### config.mk
export PLATFORM = sky130hd
export DESIGN_NAME = fifo_register_spill_allocator_top_flat
export DESIGN_NICKNAME = d
export VERILOG_FILES = /design/src/hw/rtl/fsa_pkg.sv /design/src/hw/rtl/fsa_if.sv /design/src/hw/rtl/fifo_register_spill_allocator_top.sv /design/src/hw/rtl/fsa_ctrl.sv /design/src/hw/rtl/fsa_datapath.sv /design/src/flat_wrapper.sv
export SDC_FILE = /design/constraint.sdc
export NUM_CORES = 1
export LEC_CHECK = 0
export BUFFER_PORTS_ARGS = -buffer_cell sky130_fd_sc_hd__buf_2
export CORE_ASPECT_RATIO = 1.2
export CORE_MARGIN = 4
export CORE_UTILIZATION = 40
export DETAILED_ROUTE_END_ITERATION = 8
export PLACE_DENSITY = 0.62
export SLEW_MARGIN = 20
export SYNTH_ARGS = -nofsm -noshare
export SYNTH_HDL_FRONTEND = slang
export SYNTH_SLANG_ARGS = --single-unit
### constraint.sdc
create_clock -name clk -period 5.4 [get_ports clk]
set_input_delay 1.35 -clock clk [delete_from_list [all_inputs] [get_ports clk]]
set_output_delay 1.35 -clock clk [all_outputs]
set_load 0.1 [all_outputs]
### src/hw/rtl/fsa_pkg.sv
package fsa_pkg;

  localparam int ACTION_W     = 2;
  localparam int ID_W         = 16;
  localparam int OFFSET_W     = 16;
  localparam int KIND_W       = 2;
  localparam int REG_INDEX_W  = 4;
  localparam int MEM_OFFSET_W = 17;

  localparam int NUM_REGS_DEFAULT   = 11;
  localparam int FRAME_BIAS_DEFAULT = 76;

  typedef enum logic [ACTION_W-1:0] {
    ACT_REQUEST = 2'd0,
    ACT_FLUSH   = 2'd1,
    ACT_REINIT  = 2'd2,
    ACT_IGNORE  = 2'd3
  } action_t;

  typedef enum logic [KIND_W-1:0] {
    KIND_GRANT = 2'd0,
    KIND_STORE = 2'd1,
    KIND_LOAD  = 2'd2,
    KIND_DONE  = 2'd3
  } kind_t;

  typedef enum logic [2:0] {
    S_IDLE,
    S_LOOK,
    S_SPILL,
    S_FILL,
    S_GRANT,
    S_FLUSH,
    S_DONE
  } state_t;

  // controller -> datapath
  typedef struct packed {
    logic  capture;     // load the accepted item
    logic  latch_sel;   // register the target slot (hit or next to allocate)
    logic  emit;        // load the result register
    kind_t kind;
    logic  last;
    logic  fill_write;  // write the new mapping, advance allocation state
    logic  flush_step;  // store from the oldest slot and release it
    logic  clear_pool;  // drop every mapping
  } cmd_t;

  // datapath -> controller
  typedef struct packed {
    action_t action;
    logic    hit;
    logic    full;
    logic    empty;
    logic    out_free;
  } status_t;

endpackage

### src/hw/rtl/fsa_if.sv
interface fsa_req_if;
  import fsa_pkg::*;

  logic                valid;
  logic                ready;
  logic [ACTION_W-1:0] action;
  logic [ID_W-1:0]     temp_id;
  logic [OFFSET_W-1:0] temp_offset;

  modport source (output valid, action, temp_id, temp_offset, input ready);
  modport sink   (input valid, action, temp_id, temp_offset, output ready);
endinterface

interface fsa_rsp_if;
  import fsa_pkg::*;

  logic                    valid;
  logic                    ready;
  logic [KIND_W-1:0]       kind;
  logic [REG_INDEX_W-1:0]  reg_index;
  logic [MEM_OFFSET_W-1:0] mem_offset;
  logic                    last;

  modport source (output valid, kind, reg_index, mem_offset, last, input ready);
  modport sink   (input valid, kind, reg_index, mem_offset, last, output ready);
endinterface

### src/hw/rtl/fifo_register_spill_allocator_top.sv
// Sequence: a hit passes through the look and grant states, and the grant is registered
//   in the result register; a miss gives store (if full), load, grant one per cycle from
//   then on while the result register is free; a flush gives one store per held register
//   and then done; reinitialize passes through the look and done states and gives done.
// Flow: one item in flight, paced by the controller through the single result register.
// Reset (rst, synchronous): pool empty, outside_main cleared, no result pending.
module fifo_register_spill_allocator_top #(
  parameter int NUM_REGS   = fsa_pkg::NUM_REGS_DEFAULT,
  parameter int FRAME_BIAS = fsa_pkg::FRAME_BIAS_DEFAULT
) (
  input  logic       clk,
  input  logic       rst,
  input  logic       cfg_we,
  input  logic       cfg_wdata,
  fsa_req_if.sink    req,
  fsa_rsp_if.source  rsp
);
  import fsa_pkg::*;

  cmd_t    cmd;
  status_t status;

  // Controller: sequences one item at a time. The request is taken only in the
  // idle state, but a result still waiting downstream does not block it; the
  // result register decouples the two sides.
  fsa_ctrl u_ctrl (
    .clk      (clk),
    .rst      (rst),
    .in_valid (req.valid),
    .in_ready (req.ready),
    .status   (status),
    .cmd      (cmd)
  );

  // Datapath: captured item, slot table (flops, compared in parallel for the
  // hit check), FIFO pointer and count, offset bias, result register.
  fsa_datapath #(
    .NUM_REGS   (NUM_REGS),
    .FRAME_BIAS (FRAME_BIAS)
  ) u_dp (
    .clk            (clk),
    .rst            (rst),
    .cfg_we         (cfg_we),
    .cfg_wdata      (cfg_wdata),
    .in_action      (req.action),
    .in_temp_id     (req.temp_id),
    .in_temp_offset (req.temp_offset),
    .cmd            (cmd),
    .status         (status),
    .rsp_valid      (rsp.valid),
    .rsp_ready      (rsp.ready),
    .rsp_kind       (rsp.kind),
    .rsp_reg_index  (rsp.reg_index),
    .rsp_mem_offset (rsp.mem_offset),
    .rsp_last       (rsp.last)
  );

endmodule

### src/hw/rtl/fsa_ctrl.sv
module fsa_ctrl (
  input  logic             clk,
  input  logic             rst,
  input  logic             in_valid,
  output logic             in_ready,
  input  fsa_pkg::status_t status,
  output fsa_pkg::cmd_t    cmd
);
  import fsa_pkg::*;

  state_t state, state_next;

  always_ff @(posedge clk) begin
    if (rst) begin
      state <= S_IDLE;
    end else begin
      state <= state_next;
    end
  end

  always_comb begin
    state_next = state;
    in_ready   = 1'b0;
    cmd        = '0;
    cmd.kind   = KIND_GRANT;
    case (state)
      S_IDLE: begin
        in_ready = 1'b1;
        if (in_valid) begin
          cmd.capture = 1'b1;
          state_next  = S_LOOK;
        end
      end
      S_LOOK: begin
        cmd.latch_sel = 1'b1;
        case (status.action)
          ACT_REQUEST: begin
            if (status.hit) begin
              state_next = S_GRANT;
            end else if (status.full) begin
              state_next = S_SPILL;
            end else begin
              state_next = S_FILL;
            end
          end
          ACT_FLUSH:  state_next = S_FLUSH;
          ACT_REINIT: state_next = S_DONE;
          default:    state_next = S_IDLE;
        endcase
      end
      S_SPILL: begin
        if (status.out_free) begin
          cmd.emit   = 1'b1;
          cmd.kind   = KIND_STORE;
          state_next = S_FILL;
        end
      end
      S_FILL: begin
        if (status.out_free) begin
          cmd.emit       = 1'b1;
          cmd.kind       = KIND_LOAD;
          cmd.fill_write = 1'b1;
          state_next     = S_GRANT;
        end
      end
      S_GRANT: begin
        if (status.out_free) begin
          cmd.emit   = 1'b1;
          cmd.kind   = KIND_GRANT;
          cmd.last   = 1'b1;
          state_next = S_IDLE;
        end
      end
      S_FLUSH: begin
        if (status.empty) begin
          state_next = S_DONE;
        end else if (status.out_free) begin
          cmd.emit       = 1'b1;
          cmd.kind       = KIND_STORE;
          cmd.flush_step = 1'b1;
        end
      end
      S_DONE: begin
        if (status.out_free) begin
          cmd.emit       = 1'b1;
          cmd.kind       = KIND_DONE;
          cmd.last       = 1'b1;
          cmd.clear_pool = (status.action == ACT_REINIT);
          state_next     = S_IDLE;
        end
      end
      default: state_next = S_IDLE;
    endcase
  end

endmodule

### src/hw/rtl/fsa_datapath.sv
module fsa_datapath #(
  parameter int NUM_REGS   = fsa_pkg::NUM_REGS_DEFAULT,
  parameter int FRAME_BIAS = fsa_pkg::FRAME_BIAS_DEFAULT
) (
  input  logic                             clk,
  input  logic                             rst,
  input  logic                             cfg_we,
  input  logic                             cfg_wdata,
  input  logic [fsa_pkg::ACTION_W-1:0]     in_action,
  input  logic [fsa_pkg::ID_W-1:0]         in_temp_id,
  input  logic [fsa_pkg::OFFSET_W-1:0]     in_temp_offset,
  input  fsa_pkg::cmd_t                    cmd,
  output fsa_pkg::status_t                 status,
  output logic                             rsp_valid,
  input  logic                             rsp_ready,
  output logic [fsa_pkg::KIND_W-1:0]       rsp_kind,
  output logic [fsa_pkg::REG_INDEX_W-1:0]  rsp_reg_index,
  output logic [fsa_pkg::MEM_OFFSET_W-1:0] rsp_mem_offset,
  output logic                             rsp_last
);
  import fsa_pkg::*;

  localparam int IdxW = $clog2(NUM_REGS);
  localparam int CntW = $clog2(NUM_REGS + 1);
  localparam int SumW = CntW + 1;

  // configuration
  logic outside_main;

  // captured item
  action_t             act;
  logic [ID_W-1:0]     tid;
  logic [OFFSET_W-1:0] toff;

  // pool state
  logic [ID_W-1:0]     slot_temp   [NUM_REGS];
  logic [OFFSET_W-1:0] slot_offset [NUM_REGS];
  logic [NUM_REGS-1:0] slot_valid;
  logic [IdxW-1:0]     oldest_ptr;
  logic [CntW-1:0]     held_count;
  logic [IdxW-1:0]     sel;

  logic [NUM_REGS-1:0] hit_vec;
  logic [IdxW-1:0]     hit_idx;
  logic [SumW-1:0]     alloc_sum;
  logic [IdxW-1:0]     alloc_idx;
  logic [IdxW-1:0]     oldest_inc;
  logic [IdxW-1:0]     st_idx;
  logic                full;
  logic                out_free;
  logic [MEM_OFFSET_W-1:0] bias;
  logic [OFFSET_W-1:0]     raw_off;
  logic [REG_INDEX_W-1:0]  idx_mux;
  logic [MEM_OFFSET_W-1:0] off_mux;

  always_comb begin
    for (int i = 0; i < NUM_REGS; i++) begin
      hit_vec[i] = slot_valid[i] && (slot_temp[i] == tid);
    end
    hit_idx = '0;
    for (int i = NUM_REGS - 1; i >= 0; i--) begin
      if (hit_vec[i]) hit_idx = IdxW'(i);
    end
  end

  assign full       = (held_count == CntW'(NUM_REGS));
  assign alloc_sum  = SumW'(oldest_ptr) + SumW'(held_count);
  assign alloc_idx  = (alloc_sum >= SumW'(NUM_REGS)) ? IdxW'(alloc_sum - SumW'(NUM_REGS))
                                                     : IdxW'(alloc_sum);
  assign oldest_inc = (oldest_ptr == IdxW'(NUM_REGS - 1)) ? '0 : oldest_ptr + 1'b1;
  assign out_free   = !rsp_valid || rsp_ready;

  assign status.action   = act;
  assign status.hit      = |hit_vec;
  assign status.full     = full;
  assign status.empty    = (held_count == '0);
  assign status.out_free = out_free;

  // result fields
  assign bias   = outside_main ? MEM_OFFSET_W'(FRAME_BIAS) : '0;
  assign st_idx = cmd.flush_step ? oldest_ptr : sel;

  always_comb begin
    raw_off = '0;
    idx_mux = '0;
    off_mux = '0;
    case (cmd.kind)
      KIND_GRANT: begin
        idx_mux = REG_INDEX_W'(sel);
      end
      KIND_STORE: begin
        idx_mux = REG_INDEX_W'(st_idx);
        raw_off = slot_offset[st_idx];
        off_mux = MEM_OFFSET_W'(raw_off) + bias;
      end
      KIND_LOAD: begin
        idx_mux = REG_INDEX_W'(sel);
        raw_off = toff;
        off_mux = MEM_OFFSET_W'(raw_off) + bias;
      end
      default: begin
        idx_mux = '0;
      end
    endcase
  end

  always_ff @(posedge clk) begin
    if (rst) begin
      outside_main <= 1'b0;
    end else if (cfg_we) begin
      outside_main <= cfg_wdata;
    end
  end

  always_ff @(posedge clk) begin
    if (cmd.capture) begin
      act  <= action_t'(in_action);
      tid  <= in_temp_id;
      toff <= in_temp_offset;
    end
    if (cmd.latch_sel) begin
      sel <= status.hit ? hit_idx : (full ? oldest_ptr : alloc_idx);
    end
    if (cmd.fill_write) begin
      slot_temp[sel]   <= tid;
      slot_offset[sel] <= toff;
    end
  end

  always_ff @(posedge clk) begin
    if (rst) begin
      slot_valid <= '0;
      oldest_ptr <= '0;
      held_count <= '0;
    end else if (cmd.clear_pool) begin
      slot_valid <= '0;
      oldest_ptr <= '0;
      held_count <= '0;
    end else if (cmd.fill_write) begin
      slot_valid[sel] <= 1'b1;
      if (full) begin
        oldest_ptr <= oldest_inc;  // sel is the evicted oldest slot
      end else begin
        held_count <= held_count + 1'b1;
      end
    end else if (cmd.flush_step) begin
      slot_valid[oldest_ptr] <= 1'b0;
      oldest_ptr             <= oldest_inc;
      held_count             <= held_count - 1'b1;
    end
  end

  // result register
  always_ff @(posedge clk) begin
    if (rst) begin
      rsp_valid <= 1'b0;
    end else if (cmd.emit) begin
      rsp_valid <= 1'b1;
    end else if (rsp_ready) begin
      rsp_valid <= 1'b0;
    end
  end

  always_ff @(posedge clk) begin
    if (cmd.emit) begin
      rsp_kind       <= cmd.kind;
      rsp_reg_index  <= idx_mux;
      rsp_mem_offset <= off_mux;
      rsp_last       <= cmd.last;
    end
  end

`ifndef SYNTH
  a_count_range: assert property (@(posedge clk) disable iff (rst)
    held_count <= CntW'(NUM_REGS))
    else $error("held count above pool size");

  a_count_matches_valid: assert property (@(posedge clk) disable iff (rst)
    $countones(slot_valid) == int'(held_count))
    else $error("held count disagrees with valid slots");

  a_emit_only_when_free: assert property (@(posedge clk) disable iff (rst)
    cmd.emit |-> (!rsp_valid || rsp_ready))
    else $error("result overwritten before taken");

  a_single_hit: assert property (@(posedge clk) disable iff (rst)
    $onehot0(hit_vec))
    else $error("temporary mapped in two slots");

  a_clear_empties: assert property (@(posedge clk) disable iff (rst)
    cmd.clear_pool |=> (held_count == '0) && (slot_valid == '0))
    else $error("pool not empty after reinitialize");
`endif

endmodule
### src/flat_wrapper.sv
// flat-port wrapper written by rule: the top's interface ports become plain ports
module fifo_register_spill_allocator_top_flat import fsa_pkg::*;
#(
  parameter int NUM_REGS   = fsa_pkg::NUM_REGS_DEFAULT,
  parameter int FRAME_BIAS = fsa_pkg::FRAME_BIAS_DEFAULT
)
  (clk, rst, cfg_we, cfg_wdata, req_valid, req_action, req_temp_id, req_temp_offset, req_ready, rsp_valid, rsp_kind, rsp_reg_index, rsp_mem_offset, rsp_last, rsp_ready);
  fsa_req_if req_i ();
  fsa_rsp_if rsp_i ();
  input  logic clk;
  input  logic rst;
  input  logic cfg_we;
  input  logic cfg_wdata;
  input wire logic [$bits(req_i.valid)-1:0] req_valid;
  input wire logic [$bits(req_i.action)-1:0] req_action;
  input wire logic [$bits(req_i.temp_id)-1:0] req_temp_id;
  input wire logic [$bits(req_i.temp_offset)-1:0] req_temp_offset;
  output wire logic [$bits(req_i.ready)-1:0] req_ready;
  output wire logic [$bits(rsp_i.valid)-1:0] rsp_valid;
  output wire logic [$bits(rsp_i.kind)-1:0] rsp_kind;
  output wire logic [$bits(rsp_i.reg_index)-1:0] rsp_reg_index;
  output wire logic [$bits(rsp_i.mem_offset)-1:0] rsp_mem_offset;
  output wire logic [$bits(rsp_i.last)-1:0] rsp_last;
  input wire logic [$bits(rsp_i.ready)-1:0] rsp_ready;
  assign req_i.valid = req_valid;
  assign req_i.action = req_action;
  assign req_i.temp_id = req_temp_id;
  assign req_i.temp_offset = req_temp_offset;
  assign req_ready = req_i.ready;
  assign rsp_valid = rsp_i.valid;
  assign rsp_kind = rsp_i.kind;
  assign rsp_reg_index = rsp_i.reg_index;
  assign rsp_mem_offset = rsp_i.mem_offset;
  assign rsp_last = rsp_i.last;
  assign rsp_i.ready = rsp_ready;
  fifo_register_spill_allocator_top #(.NUM_REGS(NUM_REGS), .FRAME_BIAS(FRAME_BIAS)) u_core (.clk(clk), .rst(rst), .cfg_we(cfg_we), .cfg_wdata(cfg_wdata), .req(req_i), .rsp(rsp_i));
endmodule
* Yosys cells after proc, flatten, opt, wreduce, memory -nomap -nowiden *
Memories as Yosys holds them, arrays and structs flattened.
Index checks and enable logic that the tools add are counted.

word-level totals
  bits in registers = 86
  memory bits (writable) = 352
  input bits = 40
  output and inout bits = 26
  logic and storage cells = 150
  memories kept = 2

cells by class
  add/subtract/negate cells = 7
  $lt $le $gt $ge = 5
  equality and inequality tests = 30
  muxes and demuxes = 61
  bitwise logic cells = 3
  reduce and logical (&&, ||, !) cells = 28

memories
  memory                   words  width  read ports  clocked after Yosys merged registers in  write ports  line                source
  u_core.u_dp.slot_offset  11     16     1           0                                        1            fsa_datapath.sv:37  logic [OFFSET_W-1:0] slot_offset [NUM_REGS];
  u_core.u_dp.slot_temp    11     16     11          0                                        1            fsa_datapath.sv:36  logic [ID_W-1:0] slot_temp [NUM_REGS];

operator list
  cell                   number
  $eq A16 B16 Y1         11
  $mux W4                24
  $add A16 B7 Y17        2
  $pmux W17 S2           1
  $mux W3                9
  $mux W11               2
  $pmux W3 S6            1
  $mux W1                17
  $pmux W3 S5            1
  $logic_and A1 B1 Y1    13
  $and A11 B11 Y11       1
  $not A11 Y11           1
  $or A11 B11 Y11        1
  $reduce_or A11 Y1      1
  $lt A4 B5 Y1 const B   2
  $ne A2 B2 Y1 const B   5
  $eq A3 B3 Y1 const B   3
  $pmux W3 S3            1
  $add A4 B1 Y4 const B  2
  $demux W1 S4           2
  $eq A4 B4 Y1 const B   2
  $ge A4 B1 Y1 const B   2
  $pmux W4 S2            1
  $mux W7                1
  19 further kinds       28

* Logic depth before layout (Yosys ltp) *
An unclocked memory read counts as a cell.

  depth after elaboration = 15
  depth in mapped cells = 21

* Hierarchy *
From an unflattened synthesis, not the netlist that was laid out.

unflattened totals
  cell total of the unflattened synthesis = 1425
  area total of the unflattened synthesis = 19412.4 um^2

modules (own cells, without submodules)
  module        instances  cells each  area an instance (um^2)  sequential area each (um^2)
  fsa_datapath  1          1370        19009.5                  12852.3
  fsa_ctrl      1          55          402.9                    60.1

* Worst setup path before layout *
No wires, ideal clock.

  path type = input-to-reg
  start point = input rsp_ready
  end point = memory u_core.u_dp.slot_offset[0][0] (enable)
  library setup time = 0.463 ns
  data arrival time = 5.251 ns
  required time = 4.937 ns
  path slack = -0.314 ns
  stages on the path = 8
  path through = nand2b_1 -> clkbuf_1 -> clkbuf_1 -> nand2_1 -> nor2_1 -> inv_1 -> or3_1 -> nor3_1

between the ends
  cells in the longest elaborated chain, start to end = 5

ends and longest elaborated chain
  element                        line                 source
  from (decl)                    flat_wrapper.sv:24   input wire logic [$bits(rsp_i.ready)-1:0] rsp_ready;
  $logic_or A1 B1 Y1             fsa_datapath.sv:71   assign out_free = !rsp_valid || rsp_ready;
  $mux W1                        fsa_ctrl.sv:59       if (status.out_free) begin
  $mux W1                        fsa_ctrl.sv:26       case (state)
  $mux W1                        fsa_datapath.sv:124  if (cmd.fill_write) begin
  $mux W1 (implied by the code)  fsa_datapath.sv:126  slot_offset[sel] <= toff;
  to (decl)                      fsa_datapath.sv:37

No other way between the ends.

* Worst setup path in the final report *
  start point = register u_core.u_ctrl.state[0]
  end point = register u_core.u_dp.rsp_mem_offset[14] in the netlist's numbering, data pin

between the ends
  cells in the longest elaborated chain, start to end = 6
  elaborated cells between the ends (all ways) = 13
  classes of those cells = add/sub (1); eq/ne (7); mux (4); memory (1)

ends and longest elaborated chain
  element                 line                 source
  from (decl)             fsa_ctrl.sv:11       state_t state, state_next;
  from (signal assigned)  fsa_ctrl.sv:17       state <= state_next;
  $eq A3 B3 Y1            fsa_ctrl.sv:26
  $mux W1                 fsa_ctrl.sv:26
  $mux W4                 fsa_datapath.sv:81   assign st_idx = cmd.flush_step ? oldest_ptr : sel;
  $mem_v2 Z11 W16         --
  $add A16 B7 Y17         fsa_datapath.sv:94   off_mux = MEM_OFFSET_W'(raw_off) + bias;
  $pmux W17 S2 (*)        fsa_datapath.sv:87   case (cmd.kind)
  to (signal assigned)    fsa_datapath.sv:168  rsp_mem_offset <= off_mux;
  to (decl)               fsa_datapath.sv:18   output logic [fsa_pkg::MEM_OFFSET_W-1:0] rsp_mem_offset,

Mark *: on every way between the ends. The rest lies on a longest branch, timed or not.
A chain may end at the register's enable or synchronous reset.

==> summary.md <==
| Metric | Value |
|---|---|
| Finished layout cell area | `0.0223 mm^2` |
| Port Buf Inserts | `65` |
| Starting Density | `40.4%` |
| Layout net count | `1585` |
| Dpl cell area | `roughly 0.021 mm^2` |
| # Post-CTS Setup Buffers | `0` |
| RSZ-0062 raised after global routing | `false` |
| CTS Buffer Depth | `3` |
| Worst-Margin Slew | `1.00 ns` |
| Ports | `66` |
| Rows | `88` |
| PwrDens | `446 mW/mm^2` |
| Drt wl/cell | `about 22 um` |
| VDD IR max | `approximately 0.00024 V` |
| Crit path required time | `5.81 ns` |
| Fraction of layout cells with a size suffix above 1 | `16.7%` |
| Clock transition at path regs | `0.06 ns` |
| Clock Latency Late Sink | `0.58 ns` |
| Status | `complete, no violations` |
| Syn avg cell area | `approximately 14 um^2` |
| Vias in the first global route | `approximately 12000` |
| Synthesized net count | `1475` |
| Total track usage | `18.0%` |
| H-tree depth | `2` |
| Final WS setup | `roughly 0.83 ns` |
| Period utilisation layout | `between 80% and 90%` |
| First drt pass iteration count | `6` |
| Total core area | `0.0481 mm^2` |
| Setup TNS Final | `0 ns` |
| Fmax achieved | `approximately 220 MHz` |
| Max-slew violations | `0` |
| CTS resizes | `0` |
| Hold Buf Count CTS | `0` |
| Grt total ovfl | `0` |
| Die area | `0.0522 mm^2` |
| Root Buffer | `clkbuf_16` |
| Fin util | `a little under half` |
| Share of flip-flops with an asynchronous set or reset | `0%` |
| CP Data Arrival Time | `4.98 ns` |
| Vias per cell | `between 5 and 6` |
| # Max-Cap Violations | `0` |
| Die width | `about 210 um` |
| Post-Syn Area | `0.0195 mm^2` |
| ANT cells | `0` |
| Final setup fails | `0` |
| CTS tree | `yes` |
| Top_reg_cell synth | `edfxtp_1` |
| Static Leak | `7.47 nW` |
| Clock sinks | `438` |
| EDFF count, synth | `414` |
| Non-Filler Instances | `2189` |
| Distinct cells, synth | `75` |
| Endpoint type of the worst setup path | `register` |
| Residual DRC | `0` |
| Critical Path Source Type | `register` |
| Post-synthesis register bit count | `438` |
| Worst min path class | `reg2reg` |
| Total CTS buffers | `47` |
| Drt total wl | `47800 um` |
| Post-Place Worst Slack | `0.381 ns` |
| Setup Skew | `~0.020 ns` |
| Post-Place Cells | `roughly 2100` |
| Worst setup path class | `reg2reg` |
| Final hold vios | `0` |
| RD Place Congestion | `0.922` |
| Yosys warning total | `0` |
| Slew headroom | `between 30 and 40%` |
| Fillers | `4240` |
| Post-DP HPWL | `31200 um` |
| DIE HEIGHT | `roughly 250 um` |
| Sequential share of the synthesized area | `66.4%` |
| 1st-iter DRT viols | `932` |
| Final ANT Viol Nets | `0` |
| Tmin final | `4.57 ns` |
| Largest net degree at the start of global routing | `35` |
| First-pass GRT wire length | `73300 um` |
| Cells after Synth | `1416` |
| Antenna violations before repair | `0` |
| Crit-path max FO | `18` |
| Number of vias in the routed layout | `12035` |
| Area growth syn-to-layout | `14.8%` |
-- worst paths after layout --
check / cells after the start / slack (ns) / startpoint / end
setup reg to reg: 15 / 0.83 / u_core.u_ctrl.state[0]$_SDFFE_PP0P_ / u_core.u_dp.rsp_mem_offset[14]$_SDFFCE_PN0P_
hold reg to reg: 2 / 0.51 / u_core.u_dp.slot_valid[2]$_SDFFE_PP0P_ / u_core.u_dp.slot_valid[2]$_SDFFE_PP0P_
setup / recovery: 15 / 0.83 / u_core.u_ctrl.state[0]$_SDFFE_PP0P_ / u_core.u_dp.rsp_mem_offset[14]$_SDFFCE_PN0P_
hold / removal: 2 / 0.51 / u_core.u_dp.slot_valid[2]$_SDFFE_PP0P_ / u_core.u_dp.slot_valid[2]$_SDFFE_PP0P_
-- state kept, by name, indices dropped and copies added, names as in the netlist --
name,count
u_core.u_ctrl.state,3
u_core.u_dp.slot_valid,11
u_core.u_dp.rsp_mem_offset,17
u_core.u_dp.rsp_kind,2
u_core.u_dp.rsp_valid,1
u_core.u_dp.outside_main,1
u_core.u_dp.held_count,4
u_core.u_dp.act,2
u_core.u_dp.toff,16
u_core.u_dp.slot_offset,176
u_core.u_dp.sel,4
u_core.u_dp.tid,16
u_core.u_dp.rsp_last,1
u_core.u_dp.rsp_reg_index,4
u_core.u_dp.oldest_ptr,4
u_core.u_dp.slot_temp,176
-- power breakdown --
part	total, W	switching (W)	leakage, nW	internal [W]
Clock	0.00310	0.00131	0.703	0.00179
Combinational	0.00251	0.00172	2.82	0.000791
Sequential	0.00435	0.000288	3.94	0.00407
Total	0.00997	0.00331	7.47	0.00665
-- stage by stage --
stage / hold slack [ns] / total power, W
floorplan: 0.464 / 0.00613
global placement: 0.485 / 0.00691
detailed placement: 0.494 / 0.00695
CTS: 0.505 / 0.0101
global route: 0.548 / 0.0104
finish: 0.506 / 0.00997
-- layout make-up --
| cell class | instances | area (um^2) | share of cell area (%) |
|---|---|---|---|
| clock buffers | 59 | 1260 | 5.66 |
| clock inverters | 23 | 196 | 0.880 |
| inverters | 27 | 101 | 0.454 |
| multi-input cells | 879 | 6220 | 27.8 |
| flip-flops and latches | 438 | 12900 | 57.8 |
| well taps | 630 | 788 | 3.53 |
| repair buffers | 133 | 848 | 3.80 |
-- synthesized netlist by cell type, types with 12 or more instances --
cell / instances / area [um^2]
xor2_1: 102 / 893
a311oi_1: 14 / 123
o32ai_1: 14 / 123
mux2i_1: 35 / 350
edfxtp_1: 414 / 12400
ha_1: 16 / 200
clkbuf_1: 31 / 116
a21oi_1: 39 / 195
nand4_1: 18 / 113
nand3_1: 59 / 295
dfxtp_1: 24 / 480
nand2b_1: 24 / 150
nor3_1: 14 / 70.1
buf_1: 25 / 93.8
inv_1: 27 / 101
nor2_1: 83 / 312
xnor2_1: 92 / 806
nor4_1: 58 / 363
nand2_1: 128 / 480
o21ai_0: 23 / 115
mux2_2: 12 / 135
-- layout by cell type (no fill, tap or decap), types with 8 or more instances in the layout --
cell type  instances
nor2_4             8
a21oi_1           38
nor2b_1            8
nand3_1           59
buf_2             65
a311oi_1          14
nor3_1            11
edfxtp_1         414
nand2b_1          24
clkbuf_16         49
ha_1              16
a21o_1             9
dfxtp_1           24
nand4_1           18
mux2_2            12
buf_4             67
nor4_1            58
nand2_1          128
nor2_1            74
clkinv_1          10
a211oi_1          11
o32ai_1           14
xnor2_1           92
o21ai_0           23
inv_1             27
a32oi_1            9
clkbuf_1          10
mux2i_1           35
xor2_1           102
-- per-layer routing --
layer	vias to the layer above	track usage, %	part of all wire [%]
li1	5545	-	-
met1	5975	22.7	41
met2	400	31.2	50
met3	115	2.63	5.6
met4	0	6.90	3.7
met5	-	0	0
-- critical path: stages (launching register included) --
cell and delay, ns:
dfxtp_1 0.63, nand3b_2 0.30, buf_4 0.30, o22ai_1 0.24, nand2_1 0.20, ha_1 0.39
buf_4 0.23, a311oi_1 0.22, a21o_1 0.14, inv_1 0.05, fa_1 0.42, nand3b_1 0.19
o41ai_2 0.41, nand2_2 0.15, or3_1 0.39, a21oi_1 0.14
-- logic make-up after synthesis --
family	Yosys count	synth area share (%)
DFF	438	66.4
and+or+nand+nor	429	11.1
xor gates and xnor gates	194	8.74
AOI/OAI and AO/OA	183	6.99
buffers and inverters	99	2.15
muxes	54	3.26
adders and majority gates	19	1.34
(Power assumes the default switching activity.)
